**src/rtl/stepper_trapezoid_ramp_macros.svh**
```systemverilog
// ----------------------------------------------------------------------------
// stepper_trapezoid_ramp_macros
// assertion macros used by the stepper ramp top level
// ----------------------------------------------------------------------------
`ifndef STEPPER_TRAPEZOID_RAMP_MACROS_SVH
`define STEPPER_TRAPEZOID_RAMP_MACROS_SVH

`ifndef SYNTHESIS

`define STR_ASSERT(lbl, prop) \
  lbl: assert property (@(posedge clk_i) disable iff (!rst_ni) prop) \
    else $error("stepper ramp check failed");

`define STR_ASSERT_NEVER(lbl, expr) \
  lbl: assert property (@(posedge clk_i) disable iff (!rst_ni) !(expr)) \
    else $error("stepper ramp forbidden condition");

`else

`define STR_ASSERT(lbl, prop)

`define STR_ASSERT_NEVER(lbl, expr)

`endif

`endif

```
**src/rtl/stp_pkg.sv**
```systemverilog
// ----------------------------------------------------------------------------
// stp_pkg
// types and constants of the stepper trapezoid ramp generator
// ----------------------------------------------------------------------------
package stp_pkg;

  localparam int LIMIT_W    = 24;
  localparam int CFGD_W     = 16;
  localparam int FRAC_W     = 17;
  localparam int FRAC_SHIFT = 16;
  localparam int SPAN_W     = LIMIT_W + 1;
  localparam int PROD_W     = FRAC_W + 1 + SPAN_W;
  localparam int NUM_W      = PROD_W + 1;
  localparam int QUOT_W     = NUM_W - FRAC_SHIFT;

  localparam int CFG_ADDR_W = 5;
  localparam int CFG_DATA_W = 32;

  localparam logic [LIMIT_W-1:0] LOW_LIMIT_RST  = '0;
  localparam logic [LIMIT_W-1:0] HIGH_LIMIT_RST = '0;
  localparam logic [CFGD_W-1:0]  MIN_DELAY_RST  = 16'd250;
  localparam logic [CFGD_W-1:0]  MAX_DELAY_RST  = 16'd2000;
  localparam logic [CFGD_W-1:0]  ACCEL_RST      = 16'd100;
  localparam logic [CFGD_W-1:0]  DELAY_INC_RST  = 16'd17;

  typedef enum logic [1:0] {
    CMD_TICK = 2'd0,
    CMD_MOVE = 2'd1,
    CMD_RUN  = 2'd2,
    CMD_STOP = 2'd3
  } cmd_e;

  typedef enum logic [1:0] {
    MODE_IDLE = 2'd0,
    MODE_MOVE = 2'd1,
    MODE_RUN  = 2'd2
  } mode_e;

  typedef enum logic [2:0] {
    REG_LOW_LIMIT   = 3'd0,
    REG_HIGH_LIMIT  = 3'd1,
    REG_MIN_DELAY   = 3'd2,
    REG_MAX_DELAY   = 3'd3,
    REG_ACCEL_STEPS = 3'd4,
    REG_DELAY_INC   = 3'd5
  } reg_e;

  typedef struct packed {
    logic [LIMIT_W-1:0] low_limit;
    logic [LIMIT_W-1:0] high_limit;
    logic [CFGD_W-1:0]  min_delay;
    logic [CFGD_W-1:0]  max_delay;
    logic [CFGD_W-1:0]  accel_steps;
    logic [CFGD_W-1:0]  delay_increment;
  } cfg_t;

  typedef struct packed {
    cmd_e              cmd;
    logic              run_reverse;
    logic [PROD_W-1:0] product;
  } item_t;

endpackage

```
**src/rtl/stp_regs.sv**
```systemverilog
// ----------------------------------------------------------------------------
// stp_regs
// apb configuration registers of the stepper ramp generator
// ----------------------------------------------------------------------------
module stp_regs (
  input  logic                           clk_i,
  input  logic                           rst_ni,
  input  logic                           psel,
  input  logic                           penable,
  input  logic                           pwrite,
  input  logic [stp_pkg::CFG_ADDR_W-1:0] paddr,
  input  logic [stp_pkg::CFG_DATA_W-1:0] pwdata,
  output logic [stp_pkg::CFG_DATA_W-1:0] prdata,
  output logic                           pready,
  output stp_pkg::cfg_t                  cfg_o
);
  import stp_pkg::*;

  cfg_t cfg_q, cfg_d;
  reg_e idx;
  logic write_en;

  assign idx      = reg_e'(paddr[CFG_ADDR_W-1:2]);
  assign write_en = psel & penable & pwrite;
  assign pready   = 1'b1;
  assign cfg_o    = cfg_q;

  always_comb begin
    cfg_d = cfg_q;
    if (write_en) begin
      unique case (idx)
        REG_LOW_LIMIT:   cfg_d.low_limit       = pwdata[LIMIT_W-1:0];
        REG_HIGH_LIMIT:  cfg_d.high_limit      = pwdata[LIMIT_W-1:0];
        REG_MIN_DELAY:   cfg_d.min_delay       = pwdata[CFGD_W-1:0];
        REG_MAX_DELAY:   cfg_d.max_delay       = pwdata[CFGD_W-1:0];
        REG_ACCEL_STEPS: cfg_d.accel_steps     = pwdata[CFGD_W-1:0];
        REG_DELAY_INC:   cfg_d.delay_increment = pwdata[CFGD_W-1:0];
        default: ;
      endcase
    end
  end

  always_comb begin
    unique case (idx)
      REG_LOW_LIMIT:
        prdata = {{(CFG_DATA_W-LIMIT_W){cfg_q.low_limit[LIMIT_W-1]}}, cfg_q.low_limit};
      REG_HIGH_LIMIT:
        prdata = {{(CFG_DATA_W-LIMIT_W){cfg_q.high_limit[LIMIT_W-1]}}, cfg_q.high_limit};
      REG_MIN_DELAY:   prdata = {{(CFG_DATA_W-CFGD_W){1'b0}}, cfg_q.min_delay};
      REG_MAX_DELAY:   prdata = {{(CFG_DATA_W-CFGD_W){1'b0}}, cfg_q.max_delay};
      REG_ACCEL_STEPS: prdata = {{(CFG_DATA_W-CFGD_W){1'b0}}, cfg_q.accel_steps};
      REG_DELAY_INC:   prdata = {{(CFG_DATA_W-CFGD_W){1'b0}}, cfg_q.delay_increment};
      default:         prdata = '0;
    endcase
  end

  always_ff @(posedge clk_i or negedge rst_ni) begin
    if (!rst_ni) begin
      cfg_q.low_limit       <= LOW_LIMIT_RST;
      cfg_q.high_limit      <= HIGH_LIMIT_RST;
      cfg_q.min_delay       <= MIN_DELAY_RST;
      cfg_q.max_delay       <= MAX_DELAY_RST;
      cfg_q.accel_steps     <= ACCEL_RST;
      cfg_q.delay_increment <= DELAY_INC_RST;
    end else begin
      cfg_q <= cfg_d;
    end
  end

endmodule

```
**src/rtl/stp_front.sv**
```systemverilog
// ----------------------------------------------------------------------------
// stp_front
// input register stage, forms the span product of a move target
// ----------------------------------------------------------------------------
module stp_front (
  input  logic                       clk_i,
  input  logic                       rst_ni,
  input  logic                       in_fire_i,
  input  logic                       adv_i,
  input  logic [1:0]                 cmd_i,
  input  logic [stp_pkg::FRAC_W-1:0] target_fraction_i,
  input  logic                       run_reverse_i,
  input  stp_pkg::cfg_t              cfg_i,
  output logic                       valid_o,
  output stp_pkg::item_t             item_o
);
  import stp_pkg::*;

  logic signed [SPAN_W-1:0] span;
  logic signed [PROD_W-1:0] prod;
  logic  valid_q, valid_d;
  item_t item_q, item_d;

  // span of the limits, then fraction times span
  assign span = $signed({cfg_i.high_limit[LIMIT_W-1], cfg_i.high_limit})
              - $signed({cfg_i.low_limit[LIMIT_W-1], cfg_i.low_limit});
  assign prod = $signed({1'b0, target_fraction_i}) * span;

  always_comb begin
    valid_d = valid_q;
    item_d  = item_q;
    if (in_fire_i) begin
      valid_d             = 1'b1;
      item_d.cmd          = cmd_e'(cmd_i);
      item_d.run_reverse  = run_reverse_i;
      item_d.product      = prod;
    end else if (adv_i) begin
      valid_d = 1'b0;
    end
  end

  always_ff @(posedge clk_i or negedge rst_ni) begin
    if (!rst_ni) begin
      valid_q <= 1'b0;
    end else begin
      valid_q <= valid_d;
    end
  end

  always_ff @(posedge clk_i) begin
    item_q <= item_d;
  end

  assign valid_o = valid_q;
  assign item_o  = item_q;

endmodule

```
**src/rtl/stp_core.sv**
```systemverilog
// ----------------------------------------------------------------------------
// stp_core
// motion state, delay ramp, step decision and result register
// ----------------------------------------------------------------------------
module stp_core #(
  parameter int P = 24,
  parameter int D = 16
) (
  input  logic           clk_i,
  input  logic           rst_ni,
  input  logic           adv_i,
  input  stp_pkg::item_t item_i,
  input  stp_pkg::cfg_t  cfg_i,
  input  logic           out_ready_i,
  output logic           out_valid_o,
  output logic           step_pulse_o,
  output logic           step_forward_o,
  output logic [P-1:0]   position_o,
  output logic [1:0]     mode_o
);
  import stp_pkg::*;

  localparam int CW = (D > CFGD_W ? D : CFGD_W) + 1;
  localparam int TW = (P + 1 > CFGD_W ? P + 1 : CFGD_W) + 1;
  localparam int QW = (QUOT_W > P ? QUOT_W : P) + 1;
  localparam logic [D-1:0] DMAX = {D{1'b1}};
  localparam logic [P-1:0] PMAX = {1'b0, {(P-1){1'b1}}};
  localparam logic [P-1:0] PMIN = {1'b1, {(P-1){1'b0}}};

  logic [P-1:0] cur_q, cur_d, tgt_q, tgt_d;
  logic [D-1:0] delay_q, delay_d, elapsed_q, elapsed_d;
  mode_e        mode_q, mode_d;
  logic         runneg_q, runneg_d;
  logic         valid_q, valid_d, pulse_q, pulse_d, fwd_q, fwd_d;

  logic signed [NUM_W-1:0]  low_ext, prod_ext, num;
  logic signed [QUOT_W-1:0] quot;
  logic signed [QW-1:0]     q_ext, pmax_ext, pmin_ext;
  logic [P-1:0]             tgt_sat;

  logic [CW-1:0] delay_ext, min_ext, inc_ext, max_ext, inc_sum;
  logic [D-1:0]  max_d, delay_dn, delay_up, elapsed_inc;
  logic          above_min, step_due;

  logic signed [P:0] diff;
  logic [P:0]        togo;
  logic              togo_lt;

  // move target, rounded toward zero and saturated
  assign low_ext  = {{(NUM_W-LIMIT_W-FRAC_SHIFT){cfg_i.low_limit[LIMIT_W-1]}},
                     cfg_i.low_limit, {FRAC_SHIFT{1'b0}}};
  assign prod_ext = {item_i.product[PROD_W-1], item_i.product};
  assign num      = low_ext + prod_ext;
  assign quot     = num[NUM_W-1:FRAC_SHIFT]
                  + QUOT_W'(num[NUM_W-1] && (num[FRAC_SHIFT-1:0] != '0));
  assign q_ext    = {{(QW-QUOT_W){quot[QUOT_W-1]}}, quot};
  assign pmax_ext = {{(QW-P){1'b0}}, PMAX};
  assign pmin_ext = {{(QW-P){1'b1}}, PMIN};

  always_comb begin
    if (q_ext > pmax_ext) begin
      tgt_sat = PMAX;
    end else if (q_ext < pmin_ext) begin
      tgt_sat = PMIN;
    end else begin
      tgt_sat = q_ext[P-1:0];
    end
  end

  // delay ramp
  assign max_ext   = CW'(cfg_i.max_delay);
  assign max_d     = max_ext[D-1:0];
  assign delay_ext = CW'(delay_q);
  assign min_ext   = CW'(cfg_i.min_delay);
  assign inc_ext   = CW'(cfg_i.delay_increment);
  assign inc_sum   = delay_ext + inc_ext;
  assign above_min = delay_ext > min_ext;
  assign delay_dn  = (delay_ext > inc_ext) ? D'(delay_ext - inc_ext) : '0;
  assign delay_up  = (inc_sum > CW'(DMAX)) ? DMAX : inc_sum[D-1:0];

  assign elapsed_inc = (elapsed_q != DMAX) ? elapsed_q + D'(1) : elapsed_q;
  assign step_due    = (mode_q != MODE_IDLE) && (elapsed_inc >= delay_q);

  assign diff    = $signed({tgt_q[P-1], tgt_q}) - $signed({cur_q[P-1], cur_q});
  assign togo    = diff[P] ? (P+1)'(-diff) : diff;
  assign togo_lt = TW'(togo) < TW'(cfg_i.accel_steps);

  always_comb begin
    cur_d     = cur_q;
    tgt_d     = tgt_q;
    delay_d   = delay_q;
    elapsed_d = elapsed_q;
    mode_d    = mode_q;
    runneg_d  = runneg_q;
    pulse_d   = 1'b0;
    fwd_d     = 1'b0;
    unique case (item_i.cmd)
      CMD_MOVE: begin
        tgt_d   = tgt_sat;
        delay_d = max_d;
        mode_d  = MODE_MOVE;
      end
      CMD_RUN: begin
        delay_d  = max_d;
        runneg_d = item_i.run_reverse;
        mode_d   = MODE_RUN;
      end
      CMD_STOP: begin
        mode_d = MODE_IDLE;
      end
      CMD_TICK: begin
        elapsed_d = elapsed_inc;
        if (step_due) begin
          elapsed_d = '0;
          if (mode_q == MODE_RUN) begin
            if (above_min) delay_d = delay_dn;
            if (runneg_q) begin
              if (cur_q != PMIN) begin
                cur_d   = cur_q - P'(1);
                pulse_d = 1'b1;
              end
            end else if (cur_q != PMAX) begin
              cur_d   = cur_q + P'(1);
              pulse_d = 1'b1;
              fwd_d   = 1'b1;
            end
          end else begin
            if (togo_lt) begin
              delay_d = delay_up;
            end else if (above_min) begin
              delay_d = delay_dn;
            end
            if (diff > 0) begin
              if (cur_q != PMAX) begin
                cur_d   = cur_q + P'(1);
                pulse_d = 1'b1;
                fwd_d   = 1'b1;
              end
            end else if (diff < 0) begin
              if (cur_q != PMIN) begin
                cur_d   = cur_q - P'(1);
                pulse_d = 1'b1;
              end
            end
            if (togo == '0) mode_d = MODE_IDLE;
          end
        end
      end
      default: ;
    endcase
  end

  always_comb begin
    valid_d = valid_q;
    if (adv_i) begin
      valid_d = 1'b1;
    end else if (out_ready_i) begin
      valid_d = 1'b0;
    end
  end

  always_ff @(posedge clk_i or negedge rst_ni) begin
    if (!rst_ni) begin
      cur_q     <= '0;
      tgt_q     <= '0;
      elapsed_q <= '0;
      mode_q    <= MODE_IDLE;
      runneg_q  <= 1'b0;
      valid_q   <= 1'b0;
    end else begin
      valid_q <= valid_d;
      if (adv_i) begin
        cur_q     <= cur_d;
        tgt_q     <= tgt_d;
        elapsed_q <= elapsed_d;
        mode_q    <= mode_d;
        runneg_q  <= runneg_d;
      end
    end
  end

  always_ff @(posedge clk_i) begin
    if (adv_i) begin
      delay_q <= delay_d;
      pulse_q <= pulse_d;
      fwd_q   <= fwd_d;
    end
  end

  assign out_valid_o    = valid_q;
  assign step_pulse_o   = pulse_q;
  assign step_forward_o = fwd_q;
  assign position_o     = cur_q;
  assign mode_o         = mode_q;

endmodule

```
**src/rtl/stepper_trapezoid_ramp.sv**
```systemverilog
// ----------------------------------------------------------------------------
// stepper_trapezoid_ramp
// stepper motor step generator with a linear trapezoidal delay ramp
//
//   port     handshake                        beat
//   in       in_valid_i / in_ready_o          cmd, target_fraction, run_reverse
//   out      out_valid_o / out_ready_i        step_pulse, step_forward, position, mode
//   cfg      psel, penable, pwrite / pready   paddr, pwdata, prdata
//
// one beat per cycle each way while not stalled; input register, then result register
// the span multiply sits before the input register, the target add and the
// step decision before the result register
// reset clears position, target, elapsed ticks, mode and direction
// a stalled result holds the input stage, which then holds in_ready_o low
// ----------------------------------------------------------------------------
`include "stepper_trapezoid_ramp_macros.svh"

module stepper_trapezoid_ramp #(
  parameter int POSITION_BITS = 24,
  parameter int DELAY_BITS    = 16
) (
  input  logic                           clk_i,
  input  logic                           rst_ni,
  input  logic                           in_valid_i,
  output logic                           in_ready_o,
  input  logic [1:0]                     cmd_i,
  input  logic [stp_pkg::FRAC_W-1:0]     target_fraction_i,
  input  logic                           run_reverse_i,
  output logic                           out_valid_o,
  input  logic                           out_ready_i,
  output logic                           step_pulse_o,
  output logic                           step_forward_o,
  output logic [POSITION_BITS-1:0]       position_o,
  output logic [1:0]                     mode_o,
  input  logic                           psel,
  input  logic                           penable,
  input  logic                           pwrite,
  input  logic [stp_pkg::CFG_ADDR_W-1:0] paddr,
  input  logic [stp_pkg::CFG_DATA_W-1:0] pwdata,
  output logic [stp_pkg::CFG_DATA_W-1:0] prdata,
  output logic                           pready
);
  import stp_pkg::*;

  cfg_t  cfg;
  item_t item;
  logic  s1_valid, s1_fire, in_fire;

  assign s1_fire    = s1_valid && (!out_valid_o || out_ready_i);
  assign in_ready_o = !s1_valid || s1_fire;
  assign in_fire    = in_valid_i && in_ready_o;

  stp_regs u_regs (
    .clk_i   (clk_i),
    .rst_ni  (rst_ni),
    .psel    (psel),
    .penable (penable),
    .pwrite  (pwrite),
    .paddr   (paddr),
    .pwdata  (pwdata),
    .prdata  (prdata),
    .pready  (pready),
    .cfg_o   (cfg)
  );

  stp_front u_front (
    .clk_i             (clk_i),
    .rst_ni            (rst_ni),
    .in_fire_i         (in_fire),
    .adv_i             (s1_fire),
    .cmd_i             (cmd_i),
    .target_fraction_i (target_fraction_i),
    .run_reverse_i     (run_reverse_i),
    .cfg_i             (cfg),
    .valid_o           (s1_valid),
    .item_o            (item)
  );

  stp_core #(
    .P (POSITION_BITS),
    .D (DELAY_BITS)
  ) u_core (
    .clk_i          (clk_i),
    .rst_ni         (rst_ni),
    .adv_i          (s1_fire),
    .item_i         (item),
    .cfg_i          (cfg),
    .out_ready_i    (out_ready_i),
    .out_valid_o    (out_valid_o),
    .step_pulse_o   (step_pulse_o),
    .step_forward_o (step_forward_o),
    .position_o     (position_o),
    .mode_o         (mode_o)
  );

  `STR_ASSERT_NEVER(a_fwd_without_pulse, out_valid_o && step_forward_o && !step_pulse_o)
  `STR_ASSERT(a_pulse_in_motion, out_valid_o && step_pulse_o |-> mode_o != MODE_IDLE)
  `STR_ASSERT(a_stall_cause, !in_ready_o |-> s1_valid && out_valid_o && !out_ready_i)

endmodule

```
**config.mk**
```make
export PLATFORM = sky130hd
export DESIGN_NAME = stepper_trapezoid_ramp
export DESIGN_NICKNAME = d
export VERILOG_FILES = /design/src/rtl/stp_pkg.sv /design/src/rtl/stp_regs.sv /design/src/rtl/stp_front.sv /design/src/rtl/stp_core.sv /design/src/rtl/stepper_trapezoid_ramp.sv
export VERILOG_INCLUDE_DIRS = /design/src /design/src/rtl
export SDC_FILE = /design/constraint.sdc
export NUM_CORES = 2
export LEC_CHECK = 0
export BUFFER_PORTS_ARGS = -buffer_cell sky130_fd_sc_hd__clkbuf_2
export CAP_MARGIN = 5
export CORE_MARGIN = 2
export CORE_UTILIZATION = 30
export DETAILED_ROUTE_END_ITERATION = 7
export PLACE_DENSITY_LB_ADDON = 0.3
export SETUP_SLACK_MARGIN = 0.05
export SLEW_MARGIN = 20
export SYNTH_ARGS = -nofsm -noshare
export SYNTH_HDL_FRONTEND = slang
export SYNTH_SLANG_ARGS = --single-unit
```
**constraint.sdc**
```tcl
create_clock -name clk_i -period 23.5 [get_ports clk_i]
set_input_delay 4.7 -clock clk_i [delete_from_list [all_inputs] [get_ports clk_i]]
set_output_delay 4.7 -clock clk_i [all_outputs]
set_load 0.05 [all_outputs]
```
==> results.json <==
{
  "slew_headroom_pct": 29.1,
  "placedCellCount": 5469,
  "cts_setup_buffers": 0,
  "cpPeakStageDelay_ps": 620,
  "synth_edf_count": 64,
  "grt_usage_pct": 16.5,
  "num-nets-final": 4740,
  "period_minus_slack_ps": 11670,
  "synth_most_common_cell": "inv_1",
  "postCtsHoldBufs": 0,
  "pin_count": 127,
  "status": "complete, no violations",
  "place_ws_ps": 11160,
  "clk_pin_slew_worst_paths_ps": 60,
  "crit_buf_inv": 6,
  "cp_common_cell": "fa_1",
  "busiest_layer": "met2",
  "crit_path_start_kind": "input port",
  "syn_inst": 3965,
  "htreeDepth": 1,
  "slowest_stage": "o41ai_1",
  "ys.flop_type": "dfrtp_1",
  "min_path_type": "reg2reg",
  "synth.top_cell.area_share_pct": 24.2,
  "io_buffers": 115,
  "antenna_left": 0,
  "synthArstFlopShare_pct": 73.9,
  "grt_first_pass_wirelength_um": 157000,
  "synth_cell_type_count": 96,
  "fmax_mhz": 85.7,
  "clk_latency_ps": 610,
  "synth_compound_area_share_pct": 14.5,
  "crit_arrival_ps": 12000,
  "synthSimpleGateAreaFrac_pct": 17.1,
  "grt_overflow": 0,
  "yosys.area.top_type": "fa_1",
  "yosysSeqAreaShare_pct": 18.6,
  "cts_root_buffer": "clkbuf_16",
  "synth_adder_area_share_pct": 33.8,
  "synth_xor_area_share_pct": 4.71,
  "drive_gt1_share_pct": 8.07,
  "grt_pass1_vias": 27800,
  "rsz0062_at_grt": "false",
  "dieArea_um2": 119000,
  "post_cts_resized": 0,
  "ys_warn_count": 0,
  "setup_viol": 0,
  "path_delay_family": "adder cells",
  "first_iter_violations": 1576,
  "row_count": 124,
  "clock_sinks": 245,
  "cts_inserted_buffers": 30,
  "die_w_um": 344,
  "cap_violations": 0,
  "use_met3_pct": 1.36,
  "viasPerCell": 4.94,
  "met1_usage_pct": 22.5,
  "use_met2_pct": 28.4,
  "antenna_found_initial": 5,
  "cts_buffer_depth": 3,
  "grt_max_degree": 71,
  "initial_core_util_pct": 30.3,
  "slew_violations": 0,
  "final_cells": 5527,
  "syn_area_um2": 34800,
  "cts_tree": "built",
  "synth_seq_cells": 245,
  "cp_max_fo": 26,
  "route.detailed.drc": 0,
  "syn2layout_area_growth_pct": 9.13,
  "finalWorstSetupSlack_ps": 11830,
  "final_util_pct": 33.1,
  "finalCritPeriodShare_pct": 49.6,
  "path_class": "in2reg",
  "dp_hpwl_um": 77600,
  "placeableCoreArea_um2": 115000,
  "synth_common_cells": "inv_1 (671), nand2_1 (459), fa_1 (421)",
  "worst_slew_pin_slew_ps": 1060,
  "syn_area_per_cell_um2": 8.77,
  "dr.pass1.iters": 6,
  "muxShareOfSynthArea_pct": 2.08,
  "skew_ps": 38.5,
  "ys_top_cells_by_area": "fa_1 (24%), dfrtp_1 (12%), ha_1 (9.5%), inv_1 (7.2%), edfxtp_1 (5.5%)",
  "hold_viol": 0,
  "crit_required_ps": 23840,
  "avgRoutedWirePerCell_um": 17.5,
  "synth_top_family_by_area": "adder cells",
  "drt_wl_total_um": 96700,
  "fp.dieH_um": 344,
  "crit_path_end_kind": "flip-flop",
  "syn_nets": 4715,
  "gp_congestion": 0.877,
  "finalSetupTns_ps": 0,
  "num_vias": 27300
}
## layout make-up
cell class	count	area, µm²
well taps	1512	1890
fillers	11900	76700
inverters	671	2520
diodes	1	2.50
multi-input cells	2883	25100
clock buffers	39	815
clock inverters	17	180
repair buffers	159	915
flip-flops and latches	245	6470
## cell usage in the layout, fill, tap and decap left out, drive strengths merged, types with 16 or more instances in the layout
cell | Yosys | layout
ha | 265 | 265
edfxtp | 64 | 64
inv | 671 | 674
nor3 | 64 | 64
and3 | 23 | 23
buf | 15 | 43
nand3 | 79 | 79
o21bai | 19 | 19
a221o | 33 | 33
dfstp | 17 | 17
xnor2 | 139 | 139
xor2 | 48 | 48
mux2i | 16 | 16
nand2b | 42 | 42
mux2 | 50 | 50
nor2b | 34 | 34
nand2 | 459 | 459
o211ai | 20 | 20
a211oi | 29 | 29
a22oi | 58 | 58
nor4 | 28 | 28
o21ai | 182 | 182
nor2 | 172 | 172
and2 | 199 | 199
o21a | 33 | 33
dfrtp | 164 | 164
fa | 421 | 421
nand4 | 20 | 20
a211o | 20 | 20
clkbuf | 151 | 155
a21oi | 158 | 158
a21o | 56 | 56
## per-layer routing
metal | part of all wire (%) | vias up | routed length, µm
met5 | 0.028 | - | 27
met4 | 2.2 | 4 | 2150
met3 | 3.8 | 103 | 3640
met2 | 48 | 522 | 46300
met1 | 46 | 13600 | 44600
li1 | - | 13100 | -
## cells by family after synthesis
family                     Yosys count
buffers and inverters              837
muxes                               66
adders and majority gates          686
and+or+nand+nor                   1200
DFF                                245
AOI/OAI and AO/OA                  743
other                                1
xor gates and xnor gates           187
## metrics by stage
stage / hold slack, ps / instance area, µm²
2_1_floorplan: 454 / 34800
3_3_place_gp: 472 / 36900
3_5_place_dp: 475 / 36900
4_1_cts: 492 / 37900
5_1_grt: 533 / 37900
6_report: 495 / 37900
## flip-flops by register name (all words and copies together), names as in the netlist
signal and count:
u_regs.cfg_o 112, u_front.item_o 46, u_core.position_o 24, u_core.tgt_q 24, u_core.delay_q 16, u_core.elapsed_q 16, u_core.mode_o 2, u_core.out_valid_o 1
u_core.runneg_q 1, u_core.step_forward_o 1, u_core.step_pulse_o 1, u_front.valid_o 1
## worst paths after layout
check	startpoint	end	slack, ps	depth (start not counted)
worst min register to register	u_front.valid_o$_DFFE_PN0P_	u_core.out_valid_o$_DFFE_PN0P_	490	1
worst max-delay path	target_fraction_i[9]	u_front.item_o[42]$_DFFE_PP_	11830	25
worst max register to register	u_regs.cfg_o[89]$_DFFE_PN0P_	u_front.item_o[42]$_DFFE_PP_	13170	38
worst min-delay path	u_front.valid_o$_DFFE_PN0P_	u_core.out_valid_o$_DFFE_PN0P_	490	1
min in group asynchronous	rst_ni	u_core.runneg_q$_DFFE_PN0P_	4100	1
max in group asynchronous	rst_ni	u_regs.cfg_o[24]$_DFFE_PN0P_	18160	2
## worst reg2reg max path: cells and delay by family (launching register included)
| kind | cells | cell delay [ps] |
|---|---|---|
| flops | 1 | 490 |
| compound gates | 20 | 4810 |
| simple gates | 2 | 330 |
| xor+xnor | 2 | 210 |
| buf+inv | 6 | 580 |
| fa+ha+maj | 8 | 3660 |
Power is left out: the tool's default activity adds up to more than one toggle a clock period on the data nets, which glitch-free logic cannot reach.
